**src/rtl/assert_macros.svh**
```systemverilog
// ---------------------------------------------------------------------------
// Assertion macros
// Concurrent checks used by the RTL; empty when SYNTH is defined.
// ---------------------------------------------------------------------------
`ifndef ASSERT_MACROS_SVH
`define ASSERT_MACROS_SVH

`ifndef SYNTH
// same-cycle implication
`define VTM_ASSERT_NOW(label, clk, rst, ante, cons) \
   label: assert property (@(posedge clk) disable iff (rst) (ante) |-> (cons)) \
      else $error("assertion failed");
// next-cycle implication
`define VTM_ASSERT_NEXT(label, clk, rst, ante, cons) \
   label: assert property (@(posedge clk) disable iff (rst) (ante) |=> (cons)) \
      else $error("assertion failed");
`else
`define VTM_ASSERT_NOW(label, clk, rst, ante, cons)
`define VTM_ASSERT_NEXT(label, clk, rst, ante, cons)
`endif

`endif

```
**src/rtl/vtm_pkg.sv**
```systemverilog
// ---------------------------------------------------------------------------
// vtm_pkg
// Types and constants shared by the virtual timer multiplexer.
// ---------------------------------------------------------------------------
package vtm_pkg;

   localparam int SLOTS_DEF = 16;

   localparam int KIND_W  = 2;
   localparam int SLOT_W  = 4;
   localparam int TICKS_W = 32;
   localparam int NOW_W   = 16;
   localparam int WRAPS_W = 20;
   localparam int CMP_W   = 16;
   localparam int ENTRY_W = WRAPS_W + CMP_W;

   // ticks split: low part goes into the compare value, upper part counts wraps
   localparam int FRAC_W  = 14;
   localparam int QSHIFT  = 2;

   localparam logic [KIND_W-1:0] KIND_START = 2'd0;
   localparam logic [KIND_W-1:0] KIND_STOP  = 2'd1;
   localparam logic [KIND_W-1:0] KIND_WRAP  = 2'd2;
   localparam logic [KIND_W-1:0] KIND_HIT   = 2'd3;

   localparam logic RES_FIRED = 1'b0;
   localparam logic RES_SCHED = 1'b1;

   localparam logic [WRAPS_W-1:0] WRAPS_MIN = {1'b1, {(WRAPS_W-1){1'b0}}};

   typedef struct packed {
      logic [KIND_W-1:0]  kind;
      logic [SLOT_W-1:0]  slot;
      logic [TICKS_W-1:0] ticks;
      logic [NOW_W-1:0]   now;
   } req_type;

   typedef struct packed {
      logic               result_kind;
      logic [SLOT_W-1:0]  fired_slot;
      logic               armed;
      logic [NOW_W-1:0]   delay;
      logic               last;
   } rsp_type;

   // verdict on one slot entry
   typedef struct packed {
      logic               dec_en;
      logic [WRAPS_W-1:0] new_wraps;
      logic               hit_zero;
      logic               expired;
      logic               better;
   } eval_type;

endpackage

```
**src/rtl/vtm_ram.sv**
```systemverilog
// ---------------------------------------------------------------------------
// vtm_ram
// Generic single-write, single-read RAM with registered read data.
// ---------------------------------------------------------------------------
module vtm_ram #(
   parameter int WIDTH = 8,
   parameter int DEPTH = 16,
   localparam int AW = (DEPTH > 1) ? $clog2(DEPTH) : 1
) (
   input  logic             clock,
   input  logic             wr_en,
   input  logic [AW-1:0]    wr_addr,
   input  logic [WIDTH-1:0] wr_data,
   input  logic             rd_en,
   input  logic [AW-1:0]    rd_addr,
   output logic [WIDTH-1:0] rd_data
);

   logic [WIDTH-1:0] mem_ff [DEPTH];
   logic [WIDTH-1:0] rd_data_ff;

   always_ff @(posedge clock) begin
      if (wr_en) begin
         mem_ff[wr_addr] <= wr_data;
      end
      if (rd_en) begin
         rd_data_ff <= mem_ff[rd_addr];
      end
   end

   assign rd_data = rd_data_ff;

endmodule

```
**src/rtl/vtm_slot_eval.sv**
```systemverilog
// ---------------------------------------------------------------------------
// vtm_slot_eval
// Judges one slot entry: wrap decrement, expiry and earliest-compare test.
// ---------------------------------------------------------------------------
module vtm_slot_eval (
   input  logic                        running,
   input  logic [vtm_pkg::WRAPS_W-1:0] wraps,
   input  logic [vtm_pkg::CMP_W-1:0]   cmp,
   input  logic [vtm_pkg::NOW_W-1:0]   now,
   input  logic                        best_vld,
   input  logic [vtm_pkg::CMP_W-1:0]   best_cmp,
   output vtm_pkg::eval_type           verdict
);

   logic wraps_zero;
   logic wraps_neg;
   logic due_now;

   assign wraps_zero = (wraps == '0);
   assign wraps_neg  = wraps[vtm_pkg::WRAPS_W-1];
   assign due_now    = (cmp <= now);

   always_comb begin
      verdict.dec_en = running;
      // saturate at the most negative count
      verdict.new_wraps = (wraps == vtm_pkg::WRAPS_MIN) ? wraps
                        : wraps - vtm_pkg::WRAPS_W'(1);
      verdict.hit_zero = running && (verdict.new_wraps == '0);
      verdict.expired  = running && (wraps_neg || (wraps_zero && due_now));
      verdict.better   = running && wraps_zero && !due_now
                         && (!best_vld || (cmp < best_cmp));
   end

endmodule

```
**src/rtl/virtual_timer_multiplexer_unit.sv**
```systemverilog
// ---------------------------------------------------------------------------
// virtual_timer_multiplexer_unit
// Virtual timers multiplexed onto one free-running 16-bit counter.
// ---------------------------------------------------------------------------
//
//   channel   ports                       direction  handshake
//   request   start, busy, req_data       in         start && !busy
//   response  rsp_strobe, rsp_data        out        strobe, one cycle
//
// Sequence: start/stop do one write, a read sweep over the slot RAM, then
//   one schedule result. Compare hit does the read sweep and the schedule
//   result. A wrap does a decrement sweep over the slot RAM, followed by a
//   read sweep and the schedule result if a slot reached zero wraps.
// Reset: synchronous, clears the sequencer and all running flags; RAM
//   contents only take effect for running slots, so need no clearing.
// Stalls: none, the receiver takes each result in the cycle it is shown.
//
module virtual_timer_multiplexer_unit #(
   parameter int SLOTS = vtm_pkg::SLOTS_DEF
) (
   input  logic             clock,
   input  logic             reset,
   input  logic             start,
   output logic             busy,
   input  vtm_pkg::req_type req_data,
   output logic             rsp_strobe,
   output vtm_pkg::rsp_type rsp_data
);

`include "assert_macros.svh"

   localparam int AW = (SLOTS > 1) ? $clog2(SLOTS) : 1;
   localparam int CW = $clog2(SLOTS + 1);

   // sequencer states
   typedef enum logic [4:0] {
      ST_IDLE  = 5'b00001,
      ST_WRITE = 5'b00010,
      ST_WRAP  = 5'b00100,
      ST_SCAN  = 5'b01000,
      ST_FINAL = 5'b10000
   } state_type;

   state_type                     state_ff, state_in;
   vtm_pkg::req_type              item_ff, item_in;
   logic [CW-1:0]                 cnt_ff, cnt_in;
   logic                          eval_vld_ff, eval_vld_in;
   logic [AW-1:0]                 eval_idx_ff, eval_idx_in;
   logic [SLOTS-1:0]              running_ff, running_in;
   logic                          best_vld_ff, best_vld_in;
   logic [vtm_pkg::CMP_W-1:0]     best_cmp_ff, best_cmp_in;
   logic                          any_zero_ff, any_zero_in;
   logic                          rsp_strobe_ff, rsp_strobe_in;
   vtm_pkg::rsp_type              rsp_data_ff, rsp_data_in;

   // slot RAM ports
   logic                          wr_en;
   logic [AW-1:0]                 wr_addr;
   logic [vtm_pkg::ENTRY_W-1:0]   wr_data;
   logic                          rd_en;
   logic [vtm_pkg::ENTRY_W-1:0]   rd_data;
   logic [vtm_pkg::WRAPS_W-1:0]   rd_wraps;
   logic [vtm_pkg::CMP_W-1:0]     rd_cmp;

   vtm_pkg::eval_type             verdict;

   // start conversion
   logic [vtm_pkg::NOW_W:0]       conv_q;
   logic [vtm_pkg::WRAPS_W-1:0]   conv_wraps;
   logic [AW-1:0]                 slot_idx;
   logic                          slot_ok;
   logic                          sweep;
   logic                          sweep_done;

   assign rd_wraps = rd_data[vtm_pkg::ENTRY_W-1:vtm_pkg::CMP_W];
   assign rd_cmp   = rd_data[vtm_pkg::CMP_W-1:0];

   vtm_ram #(
      .WIDTH (vtm_pkg::ENTRY_W),
      .DEPTH (SLOTS)
   ) u_slot_ram (
      .clock   (clock),
      .wr_en   (wr_en),
      .wr_addr (wr_addr),
      .wr_data (wr_data),
      .rd_en   (rd_en),
      .rd_addr (cnt_ff[AW-1:0]),
      .rd_data (rd_data)
   );

   vtm_slot_eval u_eval (
      .running  (running_ff[eval_idx_ff]),
      .wraps    (rd_wraps),
      .cmp      (rd_cmp),
      .now      (item_ff.now),
      .best_vld (best_vld_ff),
      .best_cmp (best_cmp_ff),
      .verdict  (verdict)
   );

   // quarter-ticks of the low part plus now; carry rolls into the wraps
   assign conv_q = {1'b0, item_ff.ticks[vtm_pkg::FRAC_W-1:0], {vtm_pkg::QSHIFT{1'b0}}}
                 + {1'b0, item_ff.now};
   assign conv_wraps = vtm_pkg::WRAPS_W'(item_ff.ticks[vtm_pkg::TICKS_W-1:vtm_pkg::FRAC_W])
                     + vtm_pkg::WRAPS_W'(conv_q[vtm_pkg::NOW_W]);

   assign slot_idx = AW'(item_ff.slot);
   assign slot_ok  = (int'(item_ff.slot) < SLOTS);

   assign sweep      = (state_ff == ST_WRAP) || (state_ff == ST_SCAN);
   assign sweep_done = eval_vld_ff && (eval_idx_ff == AW'(SLOTS - 1));

   always_comb begin
      state_in      = state_ff;
      item_in       = item_ff;
      cnt_in        = '0;
      eval_vld_in   = 1'b0;
      eval_idx_in   = cnt_ff[AW-1:0];
      running_in    = running_ff;
      best_vld_in   = best_vld_ff;
      best_cmp_in   = best_cmp_ff;
      any_zero_in   = any_zero_ff;
      rsp_strobe_in = 1'b0;
      rsp_data_in   = rsp_data_ff;
      wr_en         = 1'b0;
      wr_addr       = eval_idx_ff;
      wr_data       = {verdict.new_wraps, rd_cmp};
      rd_en         = 1'b0;

      // read one slot a cycle; its verdict follows in the next cycle
      if (sweep) begin
         if (cnt_ff < CW'(SLOTS)) begin
            rd_en       = 1'b1;
            eval_vld_in = 1'b1;
            cnt_in      = cnt_ff + CW'(1);
         end else begin
            cnt_in = cnt_ff;
         end
      end

      case (state_ff)
         ST_IDLE: begin
            if (start) begin
               item_in     = req_data;
               best_vld_in = 1'b0;
               any_zero_in = 1'b0;
               if (req_data.kind == vtm_pkg::KIND_WRAP) begin
                  state_in = ST_WRAP;
               end else if (req_data.kind == vtm_pkg::KIND_HIT) begin
                  state_in = ST_SCAN;
               end else begin
                  state_in = ST_WRITE;
               end
            end
         end
         ST_WRITE: begin
            if (slot_ok) begin
               if (item_ff.kind == vtm_pkg::KIND_START) begin
                  wr_en                = 1'b1;
                  wr_addr              = slot_idx;
                  wr_data              = {conv_wraps, conv_q[vtm_pkg::CMP_W-1:0]};
                  running_in[slot_idx] = 1'b1;
               end else begin
                  running_in[slot_idx] = 1'b0;
               end
            end
            state_in = ST_SCAN;
         end
         ST_WRAP: begin
            // write-back trails the read by one slot, never the same entry
            if (eval_vld_ff && verdict.dec_en) begin
               wr_en = 1'b1;
            end
            if (eval_vld_ff && verdict.hit_zero) begin
               any_zero_in = 1'b1;
            end
            if (sweep_done) begin
               cnt_in = '0;
               if (any_zero_ff || verdict.hit_zero) begin
                  state_in = ST_SCAN;
               end else begin
                  state_in = ST_IDLE;
               end
            end
         end
         ST_SCAN: begin
            if (eval_vld_ff) begin
               if (verdict.expired) begin
                  running_in[eval_idx_ff] = 1'b0;
                  rsp_strobe_in           = 1'b1;
                  rsp_data_in.result_kind = vtm_pkg::RES_FIRED;
                  rsp_data_in.fired_slot  = vtm_pkg::SLOT_W'(eval_idx_ff);
                  rsp_data_in.armed       = 1'b0;
                  rsp_data_in.delay       = '0;
                  rsp_data_in.last        = 1'b0;
               end
               // expired and schedulable are disjoint, so one pass does both
               if (verdict.better) begin
                  best_vld_in = 1'b1;
                  best_cmp_in = rd_cmp;
               end
            end
            if (sweep_done) begin
               cnt_in   = '0;
               state_in = ST_FINAL;
            end
         end
         ST_FINAL: begin
            rsp_strobe_in           = 1'b1;
            rsp_data_in.result_kind = vtm_pkg::RES_SCHED;
            rsp_data_in.fired_slot  = '0;
            rsp_data_in.armed       = best_vld_ff;
            rsp_data_in.delay       = best_vld_ff ? best_cmp_ff - item_ff.now : '0;
            rsp_data_in.last        = 1'b1;
            state_in                = ST_IDLE;
         end
         default: begin
            state_in = ST_IDLE;
         end
      endcase
   end

   always_ff @(posedge clock) begin
      if (reset) begin
         state_ff      <= ST_IDLE;
         cnt_ff        <= '0;
         eval_vld_ff   <= 1'b0;
         running_ff    <= '0;
         best_vld_ff   <= 1'b0;
         any_zero_ff   <= 1'b0;
         rsp_strobe_ff <= 1'b0;
      end else begin
         state_ff      <= state_in;
         cnt_ff        <= cnt_in;
         eval_vld_ff   <= eval_vld_in;
         running_ff    <= running_in;
         best_vld_ff   <= best_vld_in;
         any_zero_ff   <= any_zero_in;
         rsp_strobe_ff <= rsp_strobe_in;
      end
   end

   // payload, no reset
   always_ff @(posedge clock) begin
      item_ff     <= item_in;
      eval_idx_ff <= eval_idx_in;
      best_cmp_ff <= best_cmp_in;
      rsp_data_ff <= rsp_data_in;
   end

   assign busy       = (state_ff != ST_IDLE);
   assign rsp_strobe = rsp_strobe_ff;
   assign rsp_data   = rsp_data_ff;

   // an accepted item always occupies the sequencer
   `VTM_ASSERT_NEXT(a_busy_after_accept, clock, reset, start && !busy, busy)
   // the closing result of an item is never directly followed by another
   `VTM_ASSERT_NEXT(a_gap_after_last, clock, reset, rsp_strobe_ff && rsp_data_ff.last,
      !rsp_strobe_ff)
   // a fired result never closes an item; the schedule result follows it
   `VTM_ASSERT_NOW(a_fired_not_last, clock, reset,
      rsp_strobe_ff && (rsp_data_ff.result_kind == vtm_pkg::RES_FIRED), !rsp_data_ff.last)
   // no verdict arrives outside a sweep, so never while the sequencer is idle
   `VTM_ASSERT_NOW(a_eval_in_sweep, clock, reset, eval_vld_ff, sweep)

endmodule
```
**config.mk**
```make
export PLATFORM = sky130hd
export DESIGN_NAME = virtual_timer_multiplexer_unit
export DESIGN_NICKNAME = d
export VERILOG_FILES = /design/src/rtl/vtm_pkg.sv /design/src/rtl/vtm_ram.sv /design/src/rtl/vtm_slot_eval.sv /design/src/rtl/virtual_timer_multiplexer_unit.sv
export VERILOG_INCLUDE_DIRS = /design/src /design/src/rtl
export SDC_FILE = /design/constraint.sdc
export NUM_CORES = 1
export LEC_CHECK = 0
export BUFFER_PORTS_ARGS = -buffer_cell sky130_fd_sc_hd__buf_4
export CORE_ASPECT_RATIO = 0.5
export CORE_MARGIN = 4
export CORE_UTILIZATION = 55
export DETAILED_ROUTE_END_ITERATION = 16
export GPL_TIMING_DRIVEN = 0
export PLACE_DENSITY = 0.77
export SYNTH_ARGS = -nofsm -noshare
export SYNTH_HDL_FRONTEND = slang
export SYNTH_HIERARCHICAL = 1
export SYNTH_SLANG_ARGS = --single-unit
```
**constraint.sdc**
```tcl
create_clock -name clock -period 15.8 [get_ports clock]
set_clock_uncertainty 0.2 [all_clocks]
set_input_delay 3.16 -clock clock [delete_from_list [all_inputs] [get_ports clock]]
set_output_delay 3.16 -clock clock [all_outputs]
set_load 0.005 [all_outputs]
```
After elaboration in Yosys (flattened, before gate mapping)
Memory sizes are Yosys's and may differ from the RTL's. A register that Yosys moved wholly into a read port is not among the register bits.
Index checks and enable logic that the tools add are counted.
{"block": "word_totals", "ff_bits": 127, "latch_bits": 0, "mem_bits_rw": 576, "mem_bits_ro": 0, "word_cells": 131, "mem_count": 1}
{"block": "op_classes", "addsub": 5, "mul": 0, "div": 0, "order_cmp": 7, "n_eq_ne": 17, "shift": 0, "mux": 46, "bitwise": 5, "n_reduce_logical": 32}
{"memory": "u_slot_ram.mem_ff", "depth": 16, "width": 36, "read_ports": 1, "rd_clocked_by_memory_dff": 1, "wr": 1, "line": "vtm_ram.sv:19", "text": "logic [WIDTH-1:0] mem_ff [DEPTH];"}
{"cell": "36-bit 2-to-1 mux", "count": 2}
{"cell": "16-bit 2-to-1 mux", "count": 4}
{"cell": "23-bit 2-to-1 mux", "count": 2}
{"cell": "23-bit one-hot mux with 2 select lines", "count": 1}
{"cell": "20-bit logical NOT", "count": 2}
{"cell": "5-bit 2-to-1 mux", "count": 7}
{"cell": "16-bit bitwise AND", "count": 2}
{"cell": "16-bit inverter", "count": 2}
{"cell": "16-bit one-hot mux with 2 select lines", "count": 1}
{"cell": "20-bit equality test, second input constant", "count": 1}
{"cell": "20-bit 2-to-1 mux", "count": 1}
{"cell": "4-bit 2-to-1 mux", "count": 5}
{"cell": "5-bit one-hot mux with 4 select lines", "count": 1}
{"cell": "20-bit by 1-bit subtractor with 20-bit output, second input constant", "count": 1}
{"cell": "18-bit by 1-bit adder with 19-bit output", "count": 1}
{"cell": "16-bit by 16-bit adder with 17-bit output", "count": 1}
{"cell": "16-bit <= comparator", "count": 1}
{"cell": "16-bit < comparator", "count": 1}
{"cell": "16-bit OR", "count": 1}
{"cell": "16-bit subtractor", "count": 1}
{"cell": "1-bit 2-to-1 mux", "count": 15}
{"cell": "3-bit AND reduction", "count": 5}
{"cell": "1-bit logical AND", "count": 11}
{"cell": "4-bit by 5-bit < comparator with 1-bit output, second input constant", "count": 2}
{"cell": "other kinds (23)", "count": 41}

Depth between registers and ports, before layout
{"block": "logic_depth", "depth_word": 9, "depth_mapped": 14, "ltp_nobuf": 14}

By module
The synthesis kept the hierarchy.
{"module": "vtm_ram", "n_inst": 1, "cells_each": 938, "area_each_um2": 22679.3}
{"module": "virtual_timer_multiplexer_unit", "n_inst": 1, "cells_each": 708, "area_each_um2": 7065.5}
{"module": "vtm_slot_eval", "n_inst": 1, "cells_each": 220, "area_each_um2": 1586.5}

Worst setup path after synthesis
No wires, ideal clock.
{"block": "synth_timing", "path_kind": "input -> register", "startpoint": "input start", "endpoint": "register item_ff[0] (netlist bit), enable pin", "setup_time_ps": 469, "t_arrival_ps": 5553, "required_time_ps": 15131, "path_slack_ps": 9578, "path_stages": 2, "path_buffers": 0, "path_cell_list": "inv_1 -> nor2_1"}
{"block": "synth_between", "elab_chain_cells": 1}
{"item": "start: declaration", "line": "virtual_timer_multiplexer_unit.sv:23", "text": "input logic start,"}
{"item": "2-bit AND reduction (no source line)"}
{"item": "end signal: assignment", "line": "virtual_timer_multiplexer_unit.sv:245", "text": "item_ff <= item_in;"}
{"item": "end: declaration", "line": "virtual_timer_multiplexer_unit.sv:45", "text": "vtm_pkg::req_type item_ff, item_in;"}
No other way between the ends.
A chain may end at the register's enable or synchronous reset.

Worst setup path in the final report
{"block": "layout_timing", "startpoint": "register item_ff[2] (netlist bit)", "endpoint": "memory u_slot_ram/mem_ff[11][28] (netlist bit), data pin"}
{"block": "layout_between", "elab_chain_cells": 4}
{"item": "16-bit by 16-bit adder with 17-bit output", "line": "virtual_timer_multiplexer_unit.sv:103", "text": "+ {1'b0, item_ff.now};"}
{"item": "18-bit by 1-bit adder with 19-bit output", "line": "virtual_timer_multiplexer_unit.sv:105", "text": "+ vtm_pkg::WRAPS_W'(conv_q[vtm_pkg::NOW_W]);"}
{"item": "36-bit 2-to-1 mux", "line": "virtual_timer_multiplexer_unit.sv:158", "text": "if (item_ff.kind == vtm_pkg::KIND_START) begin"}
{"item": "36-bit 2-to-1 mux", "line": "virtual_timer_multiplexer_unit.sv:141", "text": "case (state_ff)"}
{"item": "net wr_data, one bit", "line": "virtual_timer_multiplexer_unit.sv:59", "text": "logic [vtm_pkg::ENTRY_W-1:0] wr_data;"}
{"item": "end: declaration", "line": "vtm_ram.sv:19"}
The timed path passes the listed nets, and every way through them passes these cells.

==> flow_metrics.env <==
export IMPL_synth_commonest_cells="edfxtp_1, mux4_2, nand2_1, a22oi_1"
export IMPL_finalCriticalPeriod_ns=5.33
export IMPL_holdPathEnd="eval_idx_ff[1]$_DFF_P_"
export IMPL_rsz0062_at_grt="false"
export IMPL_numCtsBuffers=66
export IMPL_fin_area_mm2=0.0358
export IMPL_ctsRootBufferMaster="clkbuf_16"
export IMPL_synth_top_area_share=0.675
export IMPL_drive_above_1_share=0.218
export IMPL_wire_per_inst_um=27.5
export IMPL_seqCellArea_mm2=0.0218
export IMPL_worstMarginPinSlew_ns=1.13
export IMPL_grt_pass1_wl_mm=118
export IMPL_multiInputGateArea_mm2=0.00894
export IMPL_syn_area_per_cell_um2=16.8
export IMPL_postCtsSetupBuffers=0
export IMPL_syn_inst=1866
export IMPL_clock_latency_ns=0.60
export IMPL_die_area_mm2=0.0611
export IMPL_initial_core_util=0.560
export IMPL_grt_total_usage=0.259
export IMPL_synth_most_common_cell="edfxtp_1"
export IMPL_antenna_found_initial=0
export IMPL_peakVddDrop_uv=81.3
export IMPL_drv_slew=0
export IMPL_whs_path_depth=0
export IMPL_worstReg2RegEnd="u_slot_ram/mem_ff[11][28]$_DFFE_PP_"
export IMPL_num_antenna_cells=0
export IMPL_grt_pass1_vias=18484
export IMPL_worstHoldPathType="reg -> reg"
export IMPL_synth_seq_cells=738
export IMPL_grt_start_max_net_pins=32
export IMPL_cts_sinks=738
export IMPL_cp_arrival_ns=5.57
export IMPL_async_flop_share=0
export IMPL_path_clk_slew_ns=0.08
export IMPL_critical_path_max_fanout=9
export IMPL_fillerInstances=3687
export IMPL_r2r_cells=15
export IMPL_path_class="reg -> reg"
export IMPL_via_per_inst=6.45
export IMPL_required_ns=16.04
export IMPL_die_h_um=177
export IMPL_synthesis_nets=1990
export IMPL_core_mm2=0.0559
export IMPL_start_kind="flop"
export IMPL_max_freq_ghz=0.188
export IMPL_portBuffers=80
export IMPL_ctsResizeCount=0
export IMPL_status="finished clean"
export IMPL_drt_first_iter_violations=2379
export IMPL_first_pass_iters=5
export IMPL_timing_critical_path_buf_inv=1
export IMPL_leakagePower_nw=11.8
export IMPL_yosysWarnings=6
export IMPL_critical_path_cell_chain="ha_1 > fa_1 > a21o_1 > a221oi_1 > o221a_2 > o21ai_0 > a21o_1 > ha_1 > ha_1 > nand4_1 > or3_1 > nor2_1 > xnor2_1 > o21ai_0 > buf_2"
export IMPL_synth_edf_count=704
export IMPL_ctsHoldBuffers=0
export IMPL_hold_viol=0
export IMPL_slowest_stage="o21ai_0"
export IMPL_nets=2184
export IMPL_pin_count=82
export IMPL_netlist_top_cells_area="edfxtp_1, mux4_2, ha_1"
export IMPL_netlist_area_mm2=0.0313
export IMPL_reg2reg_from="item_ff[2]$_DFFE_PP_"
export IMPL_finalCritPeriodShare=0.337
export IMPL_dp_hpwl_mm=49.4
export IMPL_crit_family="compound AO/OA/AOI/OAI gates"
export IMPL_max_stage_delay_ns=0.79
export IMPL_area_delta_synth_final_pct=14.2
export IMPL_yosysTopAreaCell="edfxtp_1"
export IMPL_rows=61
export IMPL_synthDistinctLibCells=87
export IMPL_final_antenna_net_count=0
export IMPL_maxSlewHeadroom=0.242
export IMPL_min_delay_start="cnt_ff[1]$_SDFF_PP0_"
export IMPL_drc=0
export IMPL_setup_violations=0
export IMPL_placed_area_mm2=0.0336
export IMPL_r2r_slack_ns=10.47
export IMPL_powerDensity_mw_per_mm2=127
export IMPL_gp_routability_congestion=0.891
export IMPL_critical_path_top_cell_by_count="ha_1"
export IMPL_synth_main_ff_cell="edfxtp_1"
export IMPL_drt_total_wl_mm=78.8
export IMPL_finalSetupTns_ns=0
export IMPL_seq_area_frac_synth=0.696
export IMPL_routed_via_count=18488
export IMPL_cts_tree="built"
export IMPL_die_width_um=346
export IMPL_end_kind="flop"
export IMPL_cts_buffer_depth=3
export IMPL_htreeDepth=3
export IMPL_drv_cap=0
export IMPL_gr_total_overflow=0
-- cell type report --
class / count / share of cell area
Buffer: 92 / 0.0129
Clock inverter: 44 / 0.0139
Multi-Input combinational cell: 967 / 0.250
Sequential cell: 738 / 0.610
Tap cell: 756 / 0.0264
Timing Repair Buffer: 126 / 0.0329
Clock buffer: 76 / 0.0472
Inverter: 69 / 0.00724
-- report_power, final --
| part | leakage, nW | switching [W] | internal (W) | total, W |
|---|---|---|---|---|
| sequential | 6.59 | 0.0000640 | 0.00225 | 0.00232 |
| clock | 1.06 | 0.000727 | 0.000914 | 0.00164 |
| combinational | 4.11 | 0.000369 | 0.000225 | 0.000594 |
-- state kept, by name, indices dropped and copies added, names as in the netlist, named ones only --
name / cells
slot_idx: 4
item_ff: 50
u_slot_ram/rd_data: 36
eval_idx_ff: 4
state_ff: 5
rsp_data: 22
u_slot_ram/mem_ff: 576
rsp_strobe: 1
best_vld_ff: 1
best_cmp_ff: 16
cnt_ff: 5
any_zero_ff: 1
eval_vld_ff: 1
-- logic make-up after synthesis --
family,count (synthesis),share of synthesized area
DFF,738,0.696
and+or+nand+nor,424,0.0704
AOI/OAI and AO/OA,279,0.0617
buffers and inverters,161,0.0230
muxes,158,0.110
adders and majority gates,67,0.0272
xor gates and xnor gates,39,0.0109
-- cell usage in the layout (no fill, tap or decap), drive strengths merged, types with 11 or more instances in the layout --
cell    Yosys  routed
edfxtp    704     704
buf        39     165
mux4      149     149
nand2     140     140
clkbuf     53     129
inv        69      75
a22oi      72      72
nor2       71      71
ha         65      65
o21ai      49      49
a21oi      45      45
nor3       35      35
dfxtp      34      34
nand3      28      28
clkinv      0      27
xnor2      24      24
nor4       23      23
nand4      19      19
a21o       19      19
nor2b      17      17
a31oi      17      17
xor2       15      15
nand2b     14      14
o221ai     12      12
and2       11      11
and3       11      11
or3        11      11
-- worst max-delay path by stage --
| stage | start | endpoint | slack [ns] | cells after the start |
|---|---|---|---|---|
| after floorplan | start | item_ff[0]$_DFFE_PP_ | 9.58 | 2 |
| after global placement | state_ff[2]$_SDFFE_PP0P_ | u_slot_ram/mem_ff[8][22]$_DFFE_PP_ | 6.95 | 8 |
| after detailed placement | item_ff[2]$_DFFE_PP_ | u_slot_ram/mem_ff[0][33]$_DFFE_PP_ | 10.39 | 13 |
| after CTS | item_ff[2]$_DFFE_PP_ | u_slot_ram/mem_ff[4][26]$_DFFE_PP_ | 10.30 | 14 |
| after global routing | item_ff[2]$_DFFE_PP_ | u_slot_ram/mem_ff[8][28]$_DFFE_PP_ | 10.24 | 15 |
| final | item_ff[2]$_DFFE_PP_ | u_slot_ram/mem_ff[11][28]$_DFFE_PP_ | 10.47 | 15 |
-- stage by stage --
| step | std cells | hold WS [ns] | setup slack, ns | util | power (W) |
|---|---|---|---|---|---|
| floorplan | 1866 | 0.176 | 9.58 | - | 0.00274 |
| global placement | 2702 | 0.198 | 6.95 | 0.588 | 0.00291 |
| detailed placement | 2742 | 0.205 | 10.39 | 0.600 | 0.00294 |
| CTS | 2862 | 0.209 | 10.30 | 0.639 | 0.00456 |
| global route | 2868 | 0.214 | 10.24 | 0.640 | 0.00473 |
| finish | 2868 | 0.199 | 10.47 | 0.640 | 0.00455 |
-- worst register-to-register path: stages, from the launching register on --
cell and delay [ns]:
edfxtp_1 0.49, ha_1 0.29, fa_1 0.43, a21o_1 0.20, a221oi_1 0.61, o221a_2 0.35, o21ai_0 0.08, a21o_1 0.27
ha_1 0.24, ha_1 0.24, nand4_1 0.17, or3_1 0.28, nor2_1 0.09, xnor2_1 0.13, o21ai_0 0.79, buf_2 0.34
-- metal layers --
| metal | track usage | vias up | share of wire |
|---|---|---|---|
| met2 | 0.415 | 1171 | 0.47 |
| met5 | 0 | - | 0 |
| met3 | 0.0811 | 169 | 0.12 |
| li1 | - | 7890 | - |
| met4 | 0.0723 | 0 | 0.027 |
| met1 | 0.349 | 9258 | 0.38 |
Power figures use the tool's default switching activity.
